## config.mk

```make
export PLATFORM = sky130hd
export DESIGN_NAME = markup_phrase_splitter_unit
export DESIGN_NICKNAME = d
export VERILOG_FILES = /design/src/mps_pkg.sv /design/src/mps_step.sv /design/src/markup_phrase_splitter_unit.sv
export SDC_FILE = /design/constraint.sdc
export NUM_CORES = 1
export LEC_CHECK = 0
export BUFFER_PORTS_ARGS = -buffer_cell sky130_fd_sc_hd__buf_2
export CORE_AREA = 3 3 52 89
export CTS_BUF_LIST = sky130_fd_sc_hd__clkbuf_2
export CTS_CLUSTER_SIZE = 8
export DETAILED_ROUTE_END_ITERATION = 6
export DIE_AREA = 0 0 55 92
export GPL_TIMING_DRIVEN = 0
export PLACE_DENSITY = 0.84
export SYNTH_ARGS = -nofsm -noshare
export SYNTH_HDL_FRONTEND = slang
export SYNTH_SLANG_ARGS = --single-unit
export TNS_END_PERCENT = 5
```

## constraint.sdc

```tcl
create_clock -name clk -period 5.15 [get_ports clk]
set_input_delay 0.7725 -clock clk [delete_from_list [all_inputs] [get_ports clk]]
set_output_delay 0.7725 -clock clk [all_outputs]
set_load 0.005 [all_outputs]
```

## src/mps_pkg.sv

```systemverilog
// mps_pkg: shared types and constants for the markup phrase splitter.
// No dependencies.
`timescale 1ns / 1ps

package mps_pkg;

    localparam int unsigned BYTE_W  = 8;
    localparam int unsigned COUNT_W = 9;

    localparam logic [COUNT_W-1:0] COUNT_MAX = 9'd511;
    localparam logic [BYTE_W-1:0]  MIN_LEN_RESET = 8'd10;

    localparam logic [BYTE_W-1:0] CH_LT     = 8'h3C;  // '<'
    localparam logic [BYTE_W-1:0] CH_GT     = 8'h3E;  // '>'
    localparam logic [BYTE_W-1:0] CH_DOT    = 8'h2E;  // '.'
    localparam logic [BYTE_W-1:0] CH_QUEST  = 8'h3F;  // '?'
    localparam logic [BYTE_W-1:0] CH_COLON  = 8'h3A;  // ':'
    localparam logic [BYTE_W-1:0] CH_RPAREN = 8'h29;  // ')'
    localparam logic [BYTE_W-1:0] CH_SPACE  = 8'h20;  // ' '
    localparam logic [BYTE_W-1:0] CH_ZERO   = 8'h30;  // '0'
    localparam logic [BYTE_W-1:0] CH_NINE   = 8'h39;  // '9'
    localparam logic [BYTE_W-1:0] PRINT_LO  = 8'h21;
    localparam logic [BYTE_W-1:0] PRINT_HI  = 8'h7E;

    typedef struct packed {
        logic               inside_tag;
        logic               after_space;
        logic               at_phrase_start;
        logic               last_was_digit;
        logic [COUNT_W-1:0] phrase_count;
    } mps_state_t;

    localparam mps_state_t STATE_RESET = '{
        inside_tag:      1'b0,
        after_space:     1'b0,
        at_phrase_start: 1'b1,
        last_was_digit:  1'b0,
        phrase_count:    '0
    };

    typedef struct packed {
        logic [BYTE_W-1:0] char_out;
        logic              char_valid;
        logic              phrase_end;
        logic              phrase_keep;
        logic              phrase_discard;
    } mps_result_t;

endpackage

```

## src/mps_step.sv

```systemverilog
// mps_step: combinational per-byte update of the splitter state and result.
// Depends on mps_pkg.
`timescale 1ns / 1ps

module mps_step
(
    input  mps_pkg::mps_state_t                 state_cur,
    input  logic [mps_pkg::BYTE_W-1:0]          byte_in,
    input  logic                                end_of_file,
    input  logic [mps_pkg::BYTE_W-1:0]          min_len,
    output mps_pkg::mps_state_t                 state_nxt,
    output mps_pkg::mps_result_t                result,
    output logic                                emit
);

    function automatic logic [mps_pkg::COUNT_W-1:0] sat_inc(
        input logic [mps_pkg::COUNT_W-1:0] cnt
    );
        if (cnt < mps_pkg::COUNT_MAX)
        begin
            return cnt + mps_pkg::COUNT_W'(1);
        end
        return cnt;
    endfunction

    logic                          printable;
    logic                          is_digit;
    logic                          is_term;
    logic                          sep_append;
    logic [mps_pkg::COUNT_W-1:0]   count_inc;
    mps_pkg::mps_state_t           st;
    mps_pkg::mps_result_t          r;

    assign printable  = (byte_in >= mps_pkg::PRINT_LO) && (byte_in <= mps_pkg::PRINT_HI);
    assign is_digit   = (byte_in >= mps_pkg::CH_ZERO) && (byte_in <= mps_pkg::CH_NINE);
    assign is_term    = ((byte_in == mps_pkg::CH_DOT) && !state_cur.last_was_digit)
                        || (byte_in == mps_pkg::CH_QUEST)
                        || (byte_in == mps_pkg::CH_COLON)
                        || (byte_in == mps_pkg::CH_RPAREN);
    assign sep_append = !state_cur.after_space && !state_cur.at_phrase_start;
    assign count_inc  = sat_inc(state_cur.phrase_count);

    always_comb
    begin
        st = state_cur;
        r  = '0;
        priority if (state_cur.inside_tag)
        begin
            if (byte_in == mps_pkg::CH_GT)
            begin
                st.inside_tag  = 1'b0;
                st.after_space = 1'b1;
                if (sep_append)
                begin
                    st.phrase_count = count_inc;
                    r.char_valid    = 1'b1;
                    r.char_out      = mps_pkg::CH_SPACE;
                end
            end
        end
        else if (byte_in == mps_pkg::CH_LT)
        begin
            st.inside_tag = 1'b1;
        end
        else if (printable)
        begin
            st.after_space    = 1'b0;
            st.last_was_digit = is_digit;
            r.char_valid      = 1'b1;
            r.char_out        = byte_in;
            if (is_term)
            begin
                r.phrase_end       = 1'b1;
                r.phrase_keep      = count_inc > {1'b0, min_len};
                st.phrase_count    = '0;
                st.at_phrase_start = 1'b1;
            end
            else
            begin
                st.phrase_count    = count_inc;
                st.at_phrase_start = 1'b0;
            end
        end
        else
        begin
            st.after_space = 1'b1;
            if (sep_append)
            begin
                st.phrase_count = count_inc;
                r.char_valid    = 1'b1;
                r.char_out      = mps_pkg::CH_SPACE;
            end
        end

        if (end_of_file)
        begin
            r.phrase_discard = st.phrase_count != '0;
            st               = mps_pkg::STATE_RESET;
        end
    end

    assign state_nxt = st;
    assign result    = r;
    assign emit      = r.char_valid || r.phrase_discard;

endmodule

```

## src/markup_phrase_splitter_unit.sv

```systemverilog
// Pipeline: byte transfer into the input register, then into the result register.
// Throughput: one byte per cycle while the result side is ready.
// Bytes that produce no result retire without occupying the result register.
// Reset (rst_n low, async): pipeline empty, splitter state cleared,
// min_phrase_length back to 10.
// markup_phrase_splitter_unit: top level; depends on mps_pkg and mps_step.
`timescale 1ns / 1ps

module markup_phrase_splitter_unit
(
    input  logic                          clk,
    input  logic                          rst_n,

    input  logic                          cfg_valid,
    output logic                          cfg_ready,
    input  logic [mps_pkg::BYTE_W-1:0]    cfg_data,

    input  logic                          item_valid,
    output logic                          item_ready,
    input  logic [mps_pkg::BYTE_W-1:0]    byte_in,
    input  logic                          end_of_file,

    output logic                          result_valid,
    input  logic                          result_ready,
    output logic [mps_pkg::BYTE_W-1:0]    char_out,
    output logic                          char_valid,
    output logic                          phrase_end,
    output logic                          phrase_keep,
    output logic                          phrase_discard
);

    logic [mps_pkg::BYTE_W-1:0] min_len_reg;

    logic                       s1_valid_reg;
    logic                       s1_valid_next;
    logic [mps_pkg::BYTE_W-1:0] s1_byte_reg;
    logic                       s1_eof_reg;

    mps_pkg::mps_state_t        st_reg;
    mps_pkg::mps_state_t        st_next;

    logic                       out_valid_reg;
    logic                       out_valid_next;
    mps_pkg::mps_result_t       out_reg;
    mps_pkg::mps_result_t       step_result;
    logic                       step_emit;

    logic                       out_free;
    logic                       s1_fire;
    logic                       in_xfer;

    assign cfg_ready  = 1'b1;
    assign out_free   = !out_valid_reg || result_ready;
    assign s1_fire    = s1_valid_reg && out_free;
    assign item_ready = !s1_valid_reg || out_free;
    assign in_xfer    = item_valid && item_ready;

    mps_step u_step
    (
        .state_cur   (st_reg),
        .byte_in     (s1_byte_reg),
        .end_of_file (s1_eof_reg),
        .min_len     (min_len_reg),
        .state_nxt   (st_next),
        .result      (step_result),
        .emit        (step_emit)
    );

    always_comb
    begin
        s1_valid_next = s1_valid_reg;
        if (in_xfer)
        begin
            s1_valid_next = 1'b1;
        end
        else if (s1_fire)
        begin
            s1_valid_next = 1'b0;
        end
    end

    always_comb
    begin
        out_valid_next = out_valid_reg;
        if (s1_fire && step_emit)
        begin
            out_valid_next = 1'b1;
        end
        else if (result_ready)
        begin
            out_valid_next = 1'b0;
        end
    end

    always_ff @(posedge clk or negedge rst_n)
    begin
        if (!rst_n)
        begin
            min_len_reg   <= mps_pkg::MIN_LEN_RESET;
            s1_valid_reg  <= 1'b0;
            out_valid_reg <= 1'b0;
            st_reg        <= mps_pkg::STATE_RESET;
        end
        else
        begin
            if (cfg_valid)
            begin
                min_len_reg <= cfg_data;
            end
            s1_valid_reg  <= s1_valid_next;
            out_valid_reg <= out_valid_next;
            if (s1_fire)
            begin
                st_reg <= st_next;
            end
        end
    end

    // payload registers
    always_ff @(posedge clk)
    begin
        if (in_xfer)
        begin
            s1_byte_reg <= byte_in;
            s1_eof_reg  <= end_of_file;
        end
        if (s1_fire && step_emit)
        begin
            out_reg <= step_result;
        end
    end

    assign result_valid   = out_valid_reg;
    assign char_out       = out_reg.char_out;
    assign char_valid     = out_reg.char_valid;
    assign phrase_end     = out_reg.phrase_end;
    assign phrase_keep    = out_reg.phrase_keep;
    assign phrase_discard = out_reg.phrase_discard;

    a_stall_holds_s1: assert property (@(posedge clk) disable iff (!rst_n)
        (s1_valid_reg && !out_free) |=> (s1_valid_reg && $stable(s1_byte_reg)))
        else $error("input stage lost a byte while stalled");

    a_empty_is_discard: assert property (@(posedge clk) disable iff (!rst_n)
        (result_valid && !char_valid) |-> phrase_discard)
        else $error("result with no character and no discard");

    a_end_has_char: assert property (@(posedge clk) disable iff (!rst_n)
        (result_valid && phrase_end) |-> char_valid)
        else $error("phrase end without character");

    a_keep_needs_end: assert property (@(posedge clk) disable iff (!rst_n)
        (result_valid && phrase_keep) |-> phrase_end)
        else $error("keep flag outside phrase end");

    a_eof_clears: assert property (@(posedge clk) disable iff (!rst_n)
        (s1_fire && s1_eof_reg) |=>
            (st_reg.phrase_count == '0 && st_reg.at_phrase_start && !st_reg.inside_tag))
        else $error("state not cleared after end of file");

endmodule
```

**Yosys cells after proc, flatten, opt, wreduce, memory -nomap -nowiden**

Cells that the tools add are included.

- Add/sub/neg operators: 1
- Order comparisons: 6
- Equal/unequal tests: 10
- Multiplexer cells: 29
- Bitwise operators: 2
- Reductions and logical operators: 26

Operators with widths:

| kind | number |
|---|---|
| two-way mux 9 bit | 10 |
| equality test 8 x 6 -> 1 bit (second input constant) | 6 |
| >= comparator 8 x 6 -> 1 bit (second input constant) | 2 |
| two-way mux 13 bit | 1 |
| two-way mux 12 bit | 1 |
| two-way mux 2 bit | 6 |
| two-way mux 11 bit | 1 |
| adder 9 x 1 -> 9 bit (second input constant) | 1 |
| greater-than comparator 9 x 8 -> 1 bit | 1 |
| less-than comparator 9 bit (second input constant) | 1 |
| two-way mux 1 bit | 9 |
| nonzero test 9 bit | 1 |
| less-or-equal comparator 8 x 6 -> 1 bit (second input constant) | 1 |
| less-or-equal comparator 8 x 7 -> 1 bit (second input constant) | 1 |
| logical AND 1 bit | 7 |
| two-way mux 7 bit | 1 |
| logical OR 1 bit | 6 |
| nonzero test 2 bit | 3 |
| logical NOT 1 bit | 5 |
| inequality test 2 bit (second input constant) | 2 |
| AND reduction 4 bit | 1 |
| OR reduction 4 bit | 1 |
| inequality test 3 x 2 -> 1 bit (second input constant) | 1 |
| inequality test 3 bit (second input constant) | 1 |
| other kinds (3) | 4 |

- Register bits after elaboration: 44
- Word-level logic and storage cells: 89

**Longest topological paths before layout**

- Depth after elaboration: 14
- Depth in mapped cells: 15
- Gate-level depth less buffers: 13

**By module**

A second synthesis with hierarchy kept.

- Cells, all modules: 238
- Area total of the unflattened synthesis: 2,593.7 um2

Modules (own cells, without submodules):

| module | instances | cells an instance | area each (um2) | sequential area each (um2) |
|---|---|---|---|---|
| markup_phrase_splitter_unit | 1 | 78 | 1,581.5 | 1,209.9 |
| mps_step | 1 | 160 | 1,012.2 | 0.0 |

**Worst setup path after synthesis**

OpenSTA, ideal clock, no wires.

- Path kind: register to register
- From: register st_reg[2] (netlist bit)
- To: register out_reg, in the netlist char_out[0] (enable)
- Arrival: 2,465 ps
- Slack: 2,300 ps
- Cell stages (with the launch flop): 9
- Path buffers: 1
- Period minus slack after synthesis: 2,850 ps
- Path through: dfrtp_1 -> buf_2 -> and3_4 -> and3_1 -> or3_1 -> nor4b_1 -> a221oi_2 -> o41ai_2 -> a21oi_1

- Longest elaborated chain between the ends: 11
- Elaborated cells between the ends (all ways): 15
- Classes of those cells: add/sub (1); order compare (1); mux (10); reduce/logical (3)

RTL lines:

| item | RTL line | text |
|---|---|---|
| start: declaration | markup_phrase_splitter_unit.sv:39 | `mps_pkg::mps_state_t st_reg;` |
| start signal: assignment | markup_phrase_splitter_unit.sv:102 | `st_reg <= mps_pkg::STATE_RESET;` |
| start signal: assignment | markup_phrase_splitter_unit.sv:114 | `st_reg <= st_next;` |
| adder 9 x 1 -> 9 bit / less-than comparator 9 bit (equally long branches) | mps_step.sv:21, mps_step.sv:19 |  |
| two-way mux 9 bit / two-way mux 1 bit (equally long branches) | mps_step.sv:19 | `if (cnt < mps_pkg::COUNT_MAX)` |
| two-way mux 9 bit | mps_step.sv:23 | `return cnt;` |
| two-way mux 9 bit, on equally long branches | mps_step.sv:53, mps_step.sv:87, mps_step.sv:71 |  |
| two-way mux 9 bit | mps_step.sv:65 | `else if (printable)` |
| two-way mux 12 bit | mps_step.sv:61 | `else if (byte_in == mps_pkg::CH_LT)` |
| two-way mux 9 bit * | mps_step.sv:47 | `priority if (state_cur.inside_tag)` |
| nonzero test 9 bit * | mps_step.sv:97 | `r.phrase_discard = st.phrase_count != '0;` |
| two-way mux 1 bit * | mps_step.sv:95 | `if (end_of_file)` |
| logical OR 1 bit * | mps_step.sv:104 | `assign emit = r.char_valid \|\| r.phrase_discard;` |
| logical AND 1 bit * | markup_phrase_splitter_unit.sv:127 | `if (s1_fire && step_emit)` |
| end signal: assignment | markup_phrase_splitter_unit.sv:129 | `out_reg <= step_result;` |
| end: declaration | markup_phrase_splitter_unit.sv:44 | `mps_pkg::mps_result_t out_reg;` |

Every way passes the cells marked *; elsewhere a longest branch is shown, timed or not. The select of a mux whose other input is x is not followed.
A chain may end at the register's enable or synchronous reset.

**Worst setup path in the final report**

- From: register st_reg[2] (netlist bit)
- To: register out_reg, in the netlist char_out[3] (enable)

Same word-level chain as after synthesis.

==> results by group <==
Timing
  – Final Skew: 0.0362 ns
  – Relative slew margins: 19.7%
  – Worst Setup Slack, final: 1.80 ns
  – Setup TNS: 0 ns
  – Crit path time final: roughly 3.4 ns
  – Final setup violation count: 0
  – Period utilisation layout: 65.1%
  – Pins Over Slew Limit: 0
  – Slew @ Worst Pin: 1.20 ns
  – Peak Freq: roughly 0.30 GHz
  – RSZ-0062 raised after global routing: false
  – Final Hold Fails: 0

Cells and area
  – N_diodes: 0
  – Layout cell share with drive strength beyond 1: 23.7%
  – Fin nets: 317
  – Area grow syn2layout: 12.2%
  – Fill cells: roughly 320
  – Max reg flops: 13

Drt
  – Final WL: 5480 microns
  – Vias per cell: 5.95
  – Iter 0 DRT Violations: between 70 and 80
  – Post-route ant nets: 0
  – Initial DRT Pass Iterations: 4
  – Detailed-route wire length per cell: 16.3 microns
  – DR vias: approximately 2000
  – DRC Markers: 0

Worst setup path
  – CP endpoint kind: flip-flop
  – Required @ worst endpoint: 5.22 ns
  – Worst reg2reg startpoint: st_reg[2]
  – CP max stage cell: a21oi_1
  – Crit path buffers/inverters: 1
  – Crit-path cells: buf_2, and3_4, and3_1, or3_1, nor4b_1, a221oi_2, o41ai_2, a21oi_1
  – R2r worst-path depth: 8
  – Critical Path Start Type: flip-flop
  – CP peak stage delay: 0.95 ns
  – Crit-path max FO: 12
  – Worst R2R Setup Slack: 1.80 ns
  – Crit Path Class: reg -> reg
  – Worst reg2reg endpoint: char_out[3]
  – Critical Path AT: approximately 3.4 ns
  – Critical path's top delay family: compound AO/OA/AOI/OAI gates

Die
  – # rows: 30
  – Num ports: 37
  – Starting Density: 62.2%
  – Die footprint: 0.00506 sq mm
  – CORE AREA: 0.00398 sq mm
  – DIE HEIGHT: 92 microns
  – Chip width: 55 microns

Logic synthesis
  – Seq cells post-synth: 44
  – Ys flop type: edfxtp_1
  – Top cell type by total area after synthesis: edfxtp_1
  – Syn nets: 275
  – Post-synth top area share: 25.5%
  – FFs w/ async S/R, synth: 52.3%
  – Top cells by count, synth: nand2_1, o21ai_0, edfxtp_1
  – Post-synthesis cell area: about 0.0025 sq mm
  – Synth warn: 0
  – Largest cells by area after synthesis: edfxtp_1, dfrtp_1, ha_1
  – Syn avg cell area: 10.1 sq um
  – Post-Synthesis Cells: 244
  – Count leader, synth: nand2_1
  – Synth cell types: 61
  – EDFF count, synth: 21
  – Register area share after synthesis: 48.9%

GRT
  – GRT Residual Overflow: 0
  – First-pass GRT wire length: 8790 microns
  – Initial antenna violation count: 0
  – Largest net degree at the start of global routing: 24
  – Overall routing resource usage: 23.8%
  – Vias in the first global route: between 1500 and 2000

CTS
  – Post-CTS sizing: 0
  – Clk_lat worst skew: 0.42 ns
  – H-tree depth: 2
  – CTS Hold Bufs: 0
  – TritonCTS buffer count: 5
  – Clk sinks: 44
  – Post-CTS Setup Inserts: 0
  – CTS max path bufs: 2
  – Clk pin slew, worst setup/hold paths: between 0.2 and 0.25 ns
  – CTS tree: done
  – Root Buffer Master: clkbuf_2

Hold path
  – Worst Hold Class: in -> async

Power
  – Pwr Density: 372 mW/mm^2
  – Leakage power figure: 1.18 nW
  – Maximum VDD drop: 259 uV

Place
  – Port Buffers: 35
  – Detail Placement HPWL: 4300 microns
  – Routability cong.: a little over 0.9
  – Dpl ws: 1.82 ns

Run
  – Number of max-cap violations: 0

Outcome
  – Status: finished clean
==> cell families after synthesis <==
logic type      Yosys count  synth area share, %
compound gates           69                 19.7
buf+inv                  25                 4.55
other cells               2                0.303
xor+xnor                  3                 1.06
flops                    44                 48.9
simple gates             91                 20.6
fa+ha+maj                 9                 4.55
mux                       1                0.455
==> metal layers <==
metal	routed length (microns)	vias up	global-route usage [%]
li1	-	972	-
met1	1900	927	22.6
met2	3080	73	43.3
met3	263	22	5.20
met4	232	0	12.8
met5	0	-	0
==> placed cells by master (no fill, tap or decap), types with 3 or more instances in the layout <==
cell type	Yosys	layout
nor2_1	9	9
nor3b_1	3	3
clkbuf_2	0	5
o21ai_0	22	22
nor2b_1	3	3
edfxtp_1	21	21
inv_1	12	12
clkbuf_1	5	5
dfstp_2	3	3
nand3_1	6	6
a21oi_1	11	11
a22oi_1	3	3
nand2_1	28	28
nand4_1	3	3
buf_2	5	40
o21a_1	8	8
nor3_1	7	7
ha_1	9	9
nand2b_1	6	6
and2_1	8	8
dfrtp_1	20	20
==> through the flow <==
stage	utilization, %	total power, mW	cells	instance area (sq um)	hold slack (ns)
2_1_floorplan	-	0.727	244	2480	0.456
3_3_place_gp	68.1	0.830	327	2710	0.467
3_5_place_dp	68.1	0.847	327	2710	0.479
4_1_cts	69.8	1.04	335	2780	0.288
5_1_grt	69.8	1.10	335	2780	0.276
6_report	69.8	1.03	335	2780	0.273
==> area by class of cell <==
class | count | area [sq um] | share of cell area (%)
flip-flops and latches | 44 | 1210 | 43.5
multi-input cells | 175 | 1150 | 41.5
repair buffers | 35 | 175 | 6.30
plain buffers | 12 | 62.6 | 2.25
well taps | 48 | 60.1 | 2.16
inverters | 13 | 50.0 | 1.80
clock inverters | 3 | 42.5 | 1.53
clock buffers | 5 | 25.0 | 0.900
==> worst max path at each step <==
stage	startpoint	end	slack (ns)	cells past startpoint
floorplan	st_reg[2]	char_out[0]	2.30	8
global placement	st_reg[2]	char_out[2]	1.94	8
detailed placement	st_reg[2]	char_out[2]	1.82	8
CTS	st_reg[2]	char_out[0]	1.80	8
global route	s1_byte_reg[2]	char_out[0]	1.59	7
finish	st_reg[2]	char_out[3]	1.80	8
==> power breakdown <==
group,internal [mW],switching [mW]
clock network,0.0814,0.112
logic,0.148,0.211
registers,0.444,0.0369
Note: power is estimated with default switching activity, not from simulation.
